[config.mk]
export PLATFORM = sky130hd
export DESIGN_NAME = ffea_ctrl
export DESIGN_NICKNAME = d
export VERILOG_FILES = /design/src/rtl/core/ffea_pkg.sv /design/src/rtl/core/ffea_ctrl.sv
export SDC_FILE = /design/constraint.sdc
export NUM_CORES = 1
export LEC_CHECK = 0
export BUFFER_PORTS_ARGS = -buffer_cell sky130_fd_sc_hd__buf_2
export CORE_MARGIN = 5
export CORE_UTILIZATION = 47
export DETAILED_ROUTE_END_ITERATION = 16
export HOLD_SLACK_MARGIN = 0.12
export PLACE_DENSITY = 0.78
export SLEW_MARGIN = 40
export SYNTH_ARGS = -nofsm -noshare
export SYNTH_HDL_FRONTEND = slang
export SYNTH_SLANG_ARGS = --single-unit
[constraint.sdc]
create_clock -name i_clk -period 2.1 [get_ports i_clk]
set_input_delay 0.21 -clock i_clk [delete_from_list [all_inputs] [get_ports i_clk]]
set_output_delay 0.21 -clock i_clk [all_outputs]
set_load 0.01 [all_outputs]
[src/rtl/core/ffea_pkg.sv]
package ffea_pkg;

    localparam int DEPTH  = 64;
    localparam int ADDR_W = $clog2(DEPTH);
    localparam int CNT_W  = $clog2(DEPTH + 1);
    localparam int PADDR_W = 3;

    typedef enum logic [1:0] {
        ACT_REG   = 2'd0,
        ACT_UNREG = 2'd1,
        ACT_FIND  = 2'd2,
        ACT_NONE  = 2'd3
    } t_action;

    typedef enum logic [1:0] {
        ST_OK        = 2'd0,
        ST_NOT_FOUND = 2'd1,
        ST_FULL      = 2'd2,
        ST_NO_FIT    = 2'd3
    } t_status;

    typedef enum logic [3:0] {
        S_IDLE,
        S_INS_CHK,
        S_INS_PLACE,
        S_DEL_SCAN,
        S_DEL_SHIFT,
        S_FIND_FIRST,
        S_FIND_STEP,
        S_FIND_TAIL,
        S_DONE
    } t_state;

    typedef struct packed {
        logic [1:0]  action;
        logic [31:0] start_req;
        logic [31:0] length;
    } t_in;

    typedef struct packed {
        logic [1:0]       status;
        logic [32:0]      fit_start;
        logic [CNT_W-1:0] used_count;
    } t_out;

    typedef struct packed {
        logic [31:0] first;
        logic [32:0] stop;
    } t_entry;

    typedef struct packed {
        logic    load;
        logic    rd_next;
        logic    rd_prev;
        logic    idx_inc;
        logic    idx_dec;
        logic    shift_up;
        logic    shift_down;
        logic    place;
        logic    cnt_inc;
        logic    cnt_dec;
        logic    run_first;
        logic    run_step;
        logic    fit_take;
        logic    emit;
        t_status status;
    } t_cmd;

    typedef struct packed {
        logic count_zero;
        logic full;
        logic idx_last;
        logic idx_zero;
        logic ins_move;
        logic del_match;
        logic overlap;
        logic gap_fit;
        logic tail_fit;
        logic out_free;
    } t_stat;

endpackage

[src/rtl/core/ffea_ctrl.sv]
module ffea_ctrl (
    input  logic            i_clk,
    input  logic            i_rst_n,
    input  logic            i_in_valid,
    input  logic [1:0]      i_action,
    input  ffea_pkg::t_stat i_stat,
    output ffea_pkg::t_cmd  o_cmd,
    output logic            o_in_stall
);

    ffea_pkg::t_state  r_state, n_state;
    ffea_pkg::t_status r_status, n_status;

    always_ff @(posedge i_clk) begin
        if (!i_rst_n) begin
            r_state  <= ffea_pkg::S_IDLE;
            r_status <= ffea_pkg::ST_OK;
        end else begin
            r_state  <= n_state;
            r_status <= n_status;
        end
    end

    assign o_in_stall = (r_state != ffea_pkg::S_IDLE);

    always_comb begin
        n_state  = r_state;
        n_status = r_status;
        o_cmd    = '0;
        o_cmd.status = r_status;
        case (r_state)
            ffea_pkg::S_IDLE: begin
                if (i_in_valid) begin
                    o_cmd.load = 1'b1;
                    n_status   = ffea_pkg::ST_OK;
                    case (i_action)
                        ffea_pkg::ACT_REG: begin
                            if (i_stat.full) begin
                                n_status = ffea_pkg::ST_FULL;
                                n_state  = ffea_pkg::S_DONE;
                            end else if (i_stat.count_zero) begin
                                n_state = ffea_pkg::S_INS_PLACE;
                            end else begin
                                n_state = ffea_pkg::S_INS_CHK;
                            end
                        end
                        ffea_pkg::ACT_UNREG: begin
                            if (i_stat.count_zero) begin
                                n_status = ffea_pkg::ST_NOT_FOUND;
                                n_state  = ffea_pkg::S_DONE;
                            end else begin
                                n_state = ffea_pkg::S_DEL_SCAN;
                            end
                        end
                        ffea_pkg::ACT_FIND: begin
                            if (i_stat.count_zero) begin
                                n_status = ffea_pkg::ST_NO_FIT;
                                n_state  = ffea_pkg::S_DONE;
                            end else begin
                                n_state = ffea_pkg::S_FIND_FIRST;
                            end
                        end
                        default: begin
                            n_state = ffea_pkg::S_DONE;
                        end
                    endcase
                end
            end
            ffea_pkg::S_INS_CHK: begin
                if (i_stat.ins_move) begin
                    o_cmd.shift_up = 1'b1;
                    o_cmd.idx_dec  = 1'b1;
                    if (i_stat.idx_zero) begin
                        n_state = ffea_pkg::S_INS_PLACE;
                    end else begin
                        o_cmd.rd_prev = 1'b1;
                    end
                end else begin
                    o_cmd.place   = 1'b1;
                    o_cmd.cnt_inc = 1'b1;
                    n_state       = ffea_pkg::S_DONE;
                end
            end
            ffea_pkg::S_INS_PLACE: begin
                o_cmd.place   = 1'b1;
                o_cmd.cnt_inc = 1'b1;
                n_state       = ffea_pkg::S_DONE;
            end
            ffea_pkg::S_DEL_SCAN: begin
                o_cmd.rd_next = 1'b1;
                if (i_stat.del_match) begin
                    if (i_stat.idx_last) begin
                        o_cmd.cnt_dec = 1'b1;
                        n_state       = ffea_pkg::S_DONE;
                    end else begin
                        o_cmd.idx_inc = 1'b1;
                        n_state       = ffea_pkg::S_DEL_SHIFT;
                    end
                end else if (i_stat.idx_last) begin
                    n_status = ffea_pkg::ST_NOT_FOUND;
                    n_state  = ffea_pkg::S_DONE;
                end else begin
                    o_cmd.idx_inc = 1'b1;
                end
            end
            ffea_pkg::S_DEL_SHIFT: begin
                o_cmd.shift_down = 1'b1;
                o_cmd.rd_next    = 1'b1;
                if (i_stat.idx_last) begin
                    o_cmd.cnt_dec = 1'b1;
                    n_state       = ffea_pkg::S_DONE;
                end else begin
                    o_cmd.idx_inc = 1'b1;
                end
            end
            ffea_pkg::S_FIND_FIRST: begin
                o_cmd.run_first = 1'b1;
                o_cmd.rd_next   = 1'b1;
                if (i_stat.idx_last) begin
                    n_state = ffea_pkg::S_FIND_TAIL;
                end else begin
                    o_cmd.idx_inc = 1'b1;
                    n_state       = ffea_pkg::S_FIND_STEP;
                end
            end
            ffea_pkg::S_FIND_STEP: begin
                o_cmd.rd_next = 1'b1;
                if (!i_stat.overlap && i_stat.gap_fit) begin
                    o_cmd.fit_take = 1'b1;
                    n_state        = ffea_pkg::S_DONE;
                end else begin
                    o_cmd.run_step = 1'b1;
                    if (i_stat.idx_last) begin
                        n_state = ffea_pkg::S_FIND_TAIL;
                    end else begin
                        o_cmd.idx_inc = 1'b1;
                    end
                end
            end
            ffea_pkg::S_FIND_TAIL: begin
                if (i_stat.tail_fit) begin
                    o_cmd.fit_take = 1'b1;
                end else begin
                    n_status = ffea_pkg::ST_NO_FIT;
                end
                n_state = ffea_pkg::S_DONE;
            end
            ffea_pkg::S_DONE: begin
                if (i_stat.out_free) begin
                    o_cmd.emit = 1'b1;
                    n_state    = ffea_pkg::S_IDLE;
                end
            end
            default: begin
                n_state = ffea_pkg::S_IDLE;
            end
        endcase
    end

endmodule

# Yosys cells after proc, flatten, opt, wreduce, memory -nomap -nowiden
# Cells that the tools add are included.
# Widths: inputs -> output; s select.
classes:
  n_eq_ne: 17
  mux: 50
  reduce_logical: 11
op_table:
  columns: ["op", "n"]
  rows:
  - ["$mux 4", 12]
  - ["$pmux 4 s8", 1]
  - ["$mux 1", 20]
  - ["$mux 2", 10]
  - ["$eq 4x3->1 const B", 4]
  - ["$pmux 2 s3", 2]
  - ["$pmux 4 s3", 1]
  - ["$ne 2x2->1 const B", 5]
  - ["$eq 4x2->1 const B", 2]
  - ["$ne 3x3->1 const B", 2]
  - ["$pmux 1 s2", 3]
  - ["$reduce_and 5->1", 1]
  - ["$eq 4x1->1 const B", 1]
  - ["$eq 4x4->1 const B", 1]
  - ["$logic_not 4->1", 1]
  - ["$pmux 2 s2", 1]
  - ["$reduce_and 4->1", 1]
  - ["$reduce_bool 4->1", 1]
  - ["$reduce_or 4->1", 1]
  - ["$reduce_bool 3->1", 1]
  - ["$reduce_or 3->1", 1]
  - ["$eq 2x1->1 const B", 1]
  - ["$eq 2x2->1 const B", 1]
  - ["$logic_not 2->1", 1]
  - ["other kinds (3)", 3]
word_totals:
  ff_bits: 6
  in_bits: 15
  out_inout_bits: 17
  word_cells: 80

# Depth between registers and ports, before layout
# Gate-level depths: netlist (run 1).
logic_depth:
  word_depth: 5
  mapped_depth: 7
  depth_no_buf: 5

# Least setup slack after synthesis (run 1)
# Ideal clock, no wire load.
synth_timing:
  path_type: "register to output"
  start: "register r_state[0]"
  end: "output port o_cmd[8] (netlist bit)"
  t_arrival_ns: 1.378
  required_time_ns: 1.890
  path_slack_ns: 0.512
  stages_incl_launch_ff: 6
  path_buffers: 2
  cell_sequence: "dfxtp_1 buf_2 nor3b_1 a21oi_1 nor3_1 buf_4"
synth_lines:
  columns: ["element", "line_no", "rtl"]
  rows:
  - ["start: declaration", "ffea_ctrl.sv:11", "ffea_pkg::t_state r_state, n_state;"]
  - ["start signal: assignment", "ffea_ctrl.sv:16", "r_state <= ffea_pkg::S_IDLE;"]
  - ["start signal: assignment", "ffea_ctrl.sv:19", "r_state <= n_state;"]
  - ["end: declaration", "ffea_ctrl.sv:7", "output ffea_pkg::t_cmd o_cmd,"]

==> out/metrics.cfg, run 1 <==
[timing]
setup_violations=0
final_hold_viol_count=0
maxSlewViolCount=0
max-slew-margin-rel_pct=58.7
setup_slack_ps=160
final.period_utilization_pct=92.4
rsz0062_at_grt=no
tightest_slew_ps=618
clock_skew_ps=5.24
finalSetupTns_ps=0
fin_crit_ps=1940
timing.fmax_ghz=0.515

[power]
ir_drop_uv=293
power.total_mw=0.444
powerDensity_nw_per_um2=483
p_leak_nw=0.473

[grt]
first_global_vias=826
grt_max_degree=18
antenna_found_initial=0
track_usage_pct=16.9
grt_pass1_wl_um=3530
gr-total-overflow=0

[synthesis]
syn_nets=129
synth_seq_cells=6
synth_warnings=0
ys_types=44
netlist_area_um2=782
ys.flop_type=dfxtp_1
synth.largest_area_cell=dfxtp_1
synth.top_cells.by_area=dfxtp_1 15%, mux2i_1 7.7%, nor2_1 7.7%
synth-edff-count=0
synth_cells=114
async_reset_ff_share_pct=0
syn_area_per_cell_um2=6.86
synth_seq_area_share_pct=15.4
yosysTopAreaCellShare_pct=15.4

[route]
via_count=912
drt-wirelength-per-cell_um=14.2
dr.pass1.iters=4
ant_nets=0
first_iter_violations=24
wirelength_um=2180
drc_errors=0
via_per_inst=5.96

[worst_setup_path]
ff2ff_setup_slack_ps=310
worstPathMaxFanout=17
worstPathRequired_ps=1890
crit_arrival_ps=1730
worstReg2RegEnd=r_state[0]
cp_num_buf_inv=1
max_stage_delay_ps=740
worstSetupStartpointType=flop
endpoint_kind=output port
r2r_start=r_state[1]
critPathTopFamily=simple AND/OR/NAND/NOR gates
cpMaxStageDelayCell=or4_1
critical_path.endpoint=o_cmd[15]
critPathLaunch=r_state[1]
path_depth=3
cp_cell_sequence=or4_1, nor2_1, buf_2
rr_worst_depth=4
worstSetupPathType=flop to output port

[die]
dieHeight_um=50.8
start_util_pct=50.7
die_w_um=50.8
die-area_um2=2580
pin_count=32
num_rows=14
core-area_um2=1540

[final_layout]
final_util_pct=59.6
antenna_cells=0
nets=154
multi_input_area_um2=566
regArea_um2=121
area_growth_pct=17.4
nFillCells=143
drive_gt1_share_pct=29.9

[cts]
clock_sinks=6
clockBufferDepth=2
h-tree-depth=1
clk_latency_ps=250
cts_hold_buf=0
cts_tree=done
clk_pin_slew_worst_paths_ps=50
cts_buffers=3
cts_root_buf=clkbuf_4

[placement]
port-buffer-count=31
gp_congestion=0.864
pre_cts_ws_ps=358
dp_hpwl_um=1660

[flow_run]
drv_cap=0

[min_path]
hold_class=input port to flop

[run_status]
outcome=completed

==> worst min-delay path by stage <==
stage,startpoint,to,slack [ps],depth (start not counted)
after global routing,i_rst_n,r_status[0],240,3
after CTS,i_rst_n,r_status[0],240,3
after floorplan,i_rst_n,r_status[0],320,2
final,i_rst_n,r_status[0],240,3
after global placement,r_status[1],r_status[1],480,1
after detailed placement,i_rst_n,r_status[0],490,3
==> synth_stat cells, drive strengths merged, types with 2 or more instances <==
cell type and instances:
buf 10, nor2 17, o21ai 3, inv 7, xor2 2, or4 2, and3 2, mux2i 6
dfxtp 6, nand2b 5, a21oi 9, a31oi 3, nor4b 2, clkbuf 2, nor3b 2, nand3 3
nand2 7, nor3 7
==> placed cells by master, fill, tap and decap left out, types with 2 or more instances in the layout <==
master,synthesis,layout
buf_2,5,31
nor2_1,16,16
a21oi_1,9,9
nand2_1,7,7
inv_1,7,7
nor3_1,6,6
mux2i_1,6,6
nand2b_1,5,5
dfxtp_1,6,5
o21ai_0,3,3
nand3_1,3,3
a31oi_1,3,3
clkbuf_4,0,3
nor3b_1,2,2
and3_1,2,2
xor2_1,2,2
==> power breakdown <==
| part | internal (mW) | leakage [nW] | total, mW | switching (mW) |
|---|---|---|---|---|
| Combinational | 0.0777 | 0.409 | 0.176 | 0.0986 |
| Sequential | 0.126 | 0.0495 | 0.156 | 0.0303 |
| Clock | 0.0650 | 0.0138 | 0.111 | 0.0462 |
==> cell type report <==
type                            instances  area share (%)
Sequential cell                         6            13.2
Timing Repair Buffer                   32            17.7
Tap cell                               16            2.18
Inverter                                7            2.86
Multi-Input combinational cell         89            61.6
Clock buffer                            3            2.45
==> cell families (layout without fill, tap and decap cells) <==
logic type / after synthesis / count (layout) / share of synthesized area (%)
simple gates: 54 / 54 / 39.0
compound gates: 26 / 26 / 21.9
buf+inv: 19 / 42 / 12.3
mux: 7 / 7 / 9.12
flops: 6 / 6 / 15.4
xor+xnor: 2 / 2 / 2.24
==> timing repair <==
item,in CTS,in global routing
resized for setup,0,1
buffers inserted,0,0
endpoints found under the setup margin,0,2
==> worst register-to-register path: stages, from the launching register on <==
cell	delay [ps]
dfxtp_1	650
nand2_1	130
or4_4	510
o21ba_1	200
a22o_1	190
==> sequential cells by signal, indices dropped and copies added, names as in the netlist <==
register	cells
r_state	4
r_status	2
==> layer usage <==
| metal | track usage, % | wire (µm) |
|---|---|---|
| met1 | 22.7 | 946 |
| met2 | 26.0 | 1040 |
| met4 | 8.09 | 34 |
| met5 | 0 | 0 |
| met3 | 2.66 | 151 |
==> per-stage QoR <==
| step | instance area (µm²) | std cells | hold slack [ps] |
|---|---|---|---|
| floorplan | 782 | 114 | 324 |
| global placement | 895 | 150 | 478 |
| detailed placement | 895 | 150 | 488 |
| CTS | 917 | 153 | 239 |
| global route | 918 | 153 | 243 |
| finish | 918 | 153 | 243 |
Note: power is estimated with default switching activity, not from simulation.
==> inputs of run 2 (changes only) <==
Settings changed: BUFFER_PORTS_ARGS -buffer_cell sky130_fd_sc_hd__buf_2 to default, CORE_AREA from default to 2 2 39 41, CORE_MARGIN 5 to default, CORE_UTILIZATION 47 to default, DIE_AREA from default to 0 0 41 43, DONT_BUFFER_PORTS from default to 1, PLACE_DENSITY 0.78 to 0.74.
==> out/metrics.cfg, run 2 (same netlist as run 1, synthesis figures left out) <==
[timing]
timing.fmax_ghz=0.504  ; was 0.515 GHz
tightest_slew_ps=541  ; was 618 ps
whs_ps=137  ; was 243 ps
max-slew-margin-rel_pct=63.9  ; was 58.7%
clock_skew_ps=2.20  ; was 5.24 ps
setup_violations=0  ; unchanged
rsz0062_at_grt=no  ; unchanged
maxSlewViolCount=0  ; unchanged
finalSetupTns_ps=0  ; unchanged
final_hold_viol_count=0  ; unchanged
setup_slack_ps=116  ; was 160 ps
fin_crit_ps=1980  ; was 1940 ps
final.period_utilization_pct=94.5  ; was 92.4%

[min_path]
hold_class=input port to flop  ; unchanged
worstHoldStart=i_stat[0]  ; was i_rst_n
min_to=r_state[3]  ; was r_status[0]
hold_depth=2  ; was 3

[worst_setup_path]
endpoint_kind=output port  ; unchanged
worstPathRequired_ps=1890  ; about the same
rr_worst_depth=4  ; unchanged
worstPathMaxFanout=17  ; unchanged
worstSetupPathType=flop to output port  ; unchanged
worstReg2RegEnd=r_state[0]  ; unchanged
ff2ff_setup_slack_ps=290  ; was 310 ps
r2r_start=r_state[1]  ; unchanged
worstSetupStartpointType=flop  ; unchanged
crit_arrival_ps=1770  ; was 1730 ps

[route]
first_iter_violations=15  ; was 24
dr.pass1.iters=4  ; unchanged
ant_nets=0  ; unchanged
drc_errors=0  ; unchanged
via_per_inst=6.38  ; was 5.96
via_count=804  ; was 912
wirelength_um=1910  ; was 2180 µm
drt-wirelength-per-cell_um=15.2  ; was 14.2 µm

[final_layout]
final_cell_mix=16 x nor2_1, 9 x a21oi_1, 7 x nand2_1, 7 x inv_1  ; was 31 x buf_2, 16 x nor2_1, 9 x a21oi_1
final_common_cell=nor2_1  ; was buf_2
drive_gt1_share_pct=10.9  ; was 29.9%
nets=127  ; was 154
regMostFlops=r_state  ; unchanged
reg_top3=r_state x4, r_status x2  ; unchanged
antenna_cells=0  ; unchanged
largest_reg_flops=4  ; unchanged
final_util_pct=57.4  ; was 59.6%
nFillCells=140  ; was 143
area_growth_pct=1.60  ; was 17.4%
final_area_um2=795  ; was 918 µm²

[grt]
gr-total-overflow=0  ; unchanged
grt_util_met1_pct=32.1  ; was 22.7%
antenna_found_initial=0  ; unchanged
first_global_vias=715  ; was 826
met3_usage_pct=3.14  ; was 2.66%
track_usage_pct=24.2  ; was 16.9%
top_usage_layer=met2  ; unchanged
grt_pass1_wl_um=2970  ; was 3530 µm
grt_max_degree=18  ; unchanged
grt_util_met2_pct=36.6  ; was 26.0%

[die]
start_util_pct=56.5  ; was 50.7%
die-area_um2=1760  ; was 2580 µm²
dieHeight_um=43  ; was 50.8 µm
core-area_um2=1380  ; was 1540 µm²
die_w_um=41  ; was 50.8 µm
pin_count=32  ; unchanged
num_rows=14  ; unchanged

[run_status]
outcome=completed  ; unchanged

[cts]
clk_pin_slew_worst_paths_ps=50  ; about the same
cts_tree=done  ; unchanged
h-tree-depth=1  ; unchanged
cts_root_buf=clkbuf_4  ; unchanged
post_cts_buffers=0  ; unchanged
cts_resized=0  ; unchanged
cts_buffers=3  ; unchanged
clockBufferDepth=2  ; unchanged
clk_latency_ps=250  ; about the same
clock_sinks=6  ; unchanged

[power]
power_frac_clock_pct=27.4  ; was 25.1%
p_leak_nw=0.347  ; was 0.473 nW
p_switching_mw=0.154  ; was 0.175 mW
pwr-share-comb_pct=34.5  ; was 39.7%
swShare_pct=37.9  ; was 39.5%
internal_power_mw=0.253  ; was 0.269 mW
powerDensity_nw_per_um2=512  ; was 483 nW/µm²
ir_drop_uv=205  ; was 293 µV
pwr-share-seq_pct=38.1  ; was 35.2%

[placement]
gp_congestion=0.900  ; was 0.864
port-buffer-count=0  ; was 31
dp_hpwl_um=1420  ; was 1660 µm
placed_area_um2=762  ; was 895 µm²
pre_cts_ws_ps=320  ; was 358 ps

[flow_run]
drv_cap=0  ; unchanged

==> run 2: cell count changes in the layout (fill, tap and decap cells not counted), sizes merged <==
cell / delta
dlygate4sd3: +1
buf: -28
==> run 2: area by class of cell <==
class	instances	area [µm²]	share of cell area [%]
Multi-Input combinational cell	89	566	71.2
Sequential cell	6	120	15.1
Timing Repair Buffer	5	40.0	5.04
Inverter	7	26.3	3.31
Clock buffer	3	22.5	2.83
Tap cell	16	20.0	2.52
==> run 2: critical path, cell delays in order, from the launching register on <==
cell and delay [ps]:
dfxtp_1 630, nor3b_1 260, a21oi_1 60, nor3_1 340, buf_4 220
==> run 2: what timing repair did <==
action,in CTS,in global routing
hold buffers,1,0
endpoints found under the hold margin,4,0
setup endpoints to repair,0,0
==> run 2: worst max-delay path by stage <==
stage                          start    endpoint  cells after the start
after detailed placement  r_state[1]  r_state[0]                      4
after floorplan           r_state[0]    o_cmd[8]                      5
after global placement    r_state[1]  r_state[0]                      4
final                     r_state[0]    o_cmd[7]                      4
after CTS                 r_state[1]   o_cmd[12]                      4
after global routing      r_state[1]   o_cmd[12]                      4
==> run 2: per-stage QoR <==
step / cells / power [mW]
after floorplan: 114 / 0.280
after global placement: 122 / 0.291
after detailed placement: 122 / 0.294
after CTS: 126 / 0.408
after global routing: 126 / 0.433
final: 126 / 0.407
==> run 2: layer usage <==
layer | share of wire (%) | vias to the layer above | wire, µm
li1 | - | 393 | -
met1 | 42 | 363 | 808
met2 | 47 | 42 | 893
met3 | 8.4 | 6 | 160
met4 | 2.6 | 0 | 50
met5 | 0 | - | 0
==> run 2: power groups by stage <==
stage / Combinational (mW) / Clock (mW) / Sequential [mW]
CTS: 0.141 / 0.113 / 0.154
floorplan: 0.144 / 0 / 0.136
global route: 0.158 / 0.118 / 0.157
global placement: 0.136 / 0 / 0.155
detailed placement: 0.138 / 0 / 0.156
finish: 0.140 / 0.112 / 0.155
==> inputs of run 3 (changes only) <==
Settings changed: CELL_PAD_IN_SITES_DETAIL_PLACEMENT from default to 0, CELL_PAD_IN_SITES_GLOBAL_PLACEMENT from default to 1, CORE_AREA 2 2 39 41 to default, CORE_MARGIN from default to 2, CORE_UTILIZATION from default to 41, DIE_AREA 0 0 41 43 to default, HOLD_SLACK_MARGIN 0.12 to 0.15, PLACE_DENSITY 0.74 to default, PLACE_DENSITY_LB_ADDON from default to 0.1.
==> out/metrics.cfg, run 3 (same netlist as run 1, synthesis figures left out) <==
[worst_setup_path]
ff2ff_setup_slack_ps=330  ; was 290 ps
worstPathMaxFanout=13  ; was 17
worstReg2RegEnd=r_state[0]  ; unchanged
max_stage_delay_ps=750  ; was 630 ps
cpMaxStageDelayCell=or4_1  ; was dfxtp_1
worstSetupStartpointType=flop  ; unchanged
worstPathRequired_ps=1890  ; about the same
r2r_start=r_state[2]  ; was r_state[1]
crit_arrival_ps=1700  ; was 1770 ps
cp_cell_sequence=or4_1, nor2_1  ; was nor3b_1, a21oi_1, nor3_1, buf_4
endpoint_kind=output port  ; unchanged
worstSetupPathType=flop to output port  ; unchanged
rr_worst_depth=4  ; unchanged

[final_layout]
nFillCells=192  ; was 140
reg_top3=r_state x4, r_status x2  ; unchanged
area_growth_pct=4.48  ; was 1.60%
regMostFlops=r_state  ; unchanged
layoutNonFillerInstCount=136  ; was 126
final_common_cell=nor2_1  ; unchanged
final_util_pct=46.3  ; was 57.4%
largest_reg_flops=4  ; unchanged
final_cell_mix=16 x nor2_1, 9 x a21oi_1, 7 x nand2_1, 7 x inv_1  ; unchanged
drive_gt1_share_pct=11.7  ; was 10.9%
nets=128  ; was 127
antenna_cells=0  ; unchanged

[die]
core-area_um2=1760  ; was 1380 µm²
pin_count=32  ; unchanged
start_util_pct=44.3  ; was 56.5%
dieHeight_um=47.7  ; was 43 µm
num_rows=15  ; was 14
die_w_um=47.7  ; was 41 µm
die-area_um2=2270  ; was 1760 µm²

[cts]
clk_latency_ps=250  ; about the same
h-tree-depth=1  ; unchanged
clock_sinks=6  ; unchanged
clk_pin_slew_worst_paths_ps=50  ; about the same
cts_tree=done  ; unchanged
post_cts_buffers=0  ; unchanged
clockBufferDepth=2  ; unchanged
cts_root_buf=clkbuf_4  ; unchanged
cts_buffers=3  ; unchanged

[route]
ant_nets=0  ; unchanged
drc_errors=0  ; unchanged
via_count=786  ; was 804
first_iter_violations=12  ; was 15
drt-wirelength-per-cell_um=15.0  ; was 15.2 µm
via_per_inst=5.78  ; was 6.38
dr.pass1.iters=4  ; unchanged
wirelength_um=2040  ; was 1910 µm

[min_path]
hold_depth=2  ; unchanged
min_to=r_state[3]  ; unchanged
hold_class=input port to flop  ; unchanged
worstHoldStart=i_stat[0]  ; unchanged

[timing]
rsz0062_at_grt=no  ; unchanged
maxSlewViolCount=0  ; unchanged
fin_crit_ps=1910  ; was 1980 ps
clock_skew_ps=5.47  ; was 2.20 ps
tightest_slew_ps=488  ; was 541 ps
final_hold_viol_count=0  ; unchanged
timing.fmax_ghz=0.523  ; was 0.504 GHz
final.period_utilization_pct=91.0  ; was 94.5%
setup_violations=0  ; unchanged
finalSetupTns_ps=0  ; unchanged
max-slew-margin-rel_pct=67.4  ; was 63.9%

[grt]
track_usage_pct=18.9  ; was 24.2%
grt_pass1_wl_um=3040  ; was 2970 µm
gr-total-overflow=0  ; unchanged
first_global_vias=691  ; was 715
grt_max_degree=18  ; unchanged
antenna_found_initial=0  ; unchanged

[placement]
gp_congestion=0.861  ; was 0.900
port-buffer-count=0  ; unchanged
dp.cells=131  ; was 122
dp_hpwl_um=1560  ; was 1420 µm

[power]
powerDensity_nw_per_um2=500  ; was 512 nW/µm²
ir_drop_uv=154  ; was 205 µV
p_leak_nw=0.351  ; was 0.347 nW
power.total_mw=0.408  ; was 0.407 mW

[flow_run]
drv_cap=0  ; unchanged

[run_status]
outcome=completed  ; unchanged

## run 3: changes by cell type in the layout (fill, tap and decap cells not counted), sizes merged
cell / before / now
dlygate4sd3: 1 / 2
## run 3: area by class of cell
type	instances	area (µm²)	area share (%)
clock buffers	3	22.5	2.76
repair buffers	6	50.0	6.13
inverters	7	26.3	3.22
well taps	25	31.3	3.83
flip-flops and latches	6	121	14.9
multi-input cells	89	566	69.2
## run 3: per-layer routing
layer / GRT usage [%] / wire length [µm]
met2: 26.5 / 847
met3: 4.15 / 83
met5: 0 / 0
met4: 6.49 / 21
met1: 28.1 / 1080
## run 3: where the power goes
part | switching (mW) | leakage, nW | internal, mW
clock | 0.0441 | 0.0138 | 0.0648
combinational | 0.0802 | 0.288 | 0.0633
sequential | 0.0297 | 0.0496 | 0.126
total | 0.154 | 0.351 | 0.254
## run 3: worst max-delay path: cells and delay by family, from the launching register on
family / cells / cell delay [ps]
AND/OR/NAND/NOR: 2 / 1000
flip-flops: 1 / 450
## run 3: per-stage QoR
| stage | cell area [µm²] | hold slack [ps] | setup WS (ps) |
|---|---|---|---|
| after global placement | 773 | 329 | 357 |
| after detailed placement | 773 | 333 | 306 |
| after global routing | 817 | 157 | 9.54 |
| after floorplan | 782 | 324 | 512 |
| after CTS | 806 | 151 | 123 |
| final | 817 | 151 | 188 |
## run 3: worst max path at each step
stage / startpoint / endpoint / slack (ps) / depth (start not counted)
6_report: r_state[2] / o_cmd[15] / 190 / 2
4_1_cts: r_state[1] / o_cmd[12] / 120 / 4
3_5_place_dp: r_state[1] / r_state[0] / 310 / 4
3_3_place_gp: r_state[1] / r_state[0] / 360 / 4
5_1_grt: r_state[0] / o_cmd[12] / 10 / 4
2_1_floorplan: r_state[0] / o_cmd[8] / 510 / 5
## run 3: timing repair
item	CTS	global route
setup endpoints to repair	0	1
hold buffers	1	1
gates resized for setup	0	1
endpoints found under the hold margin	4	1
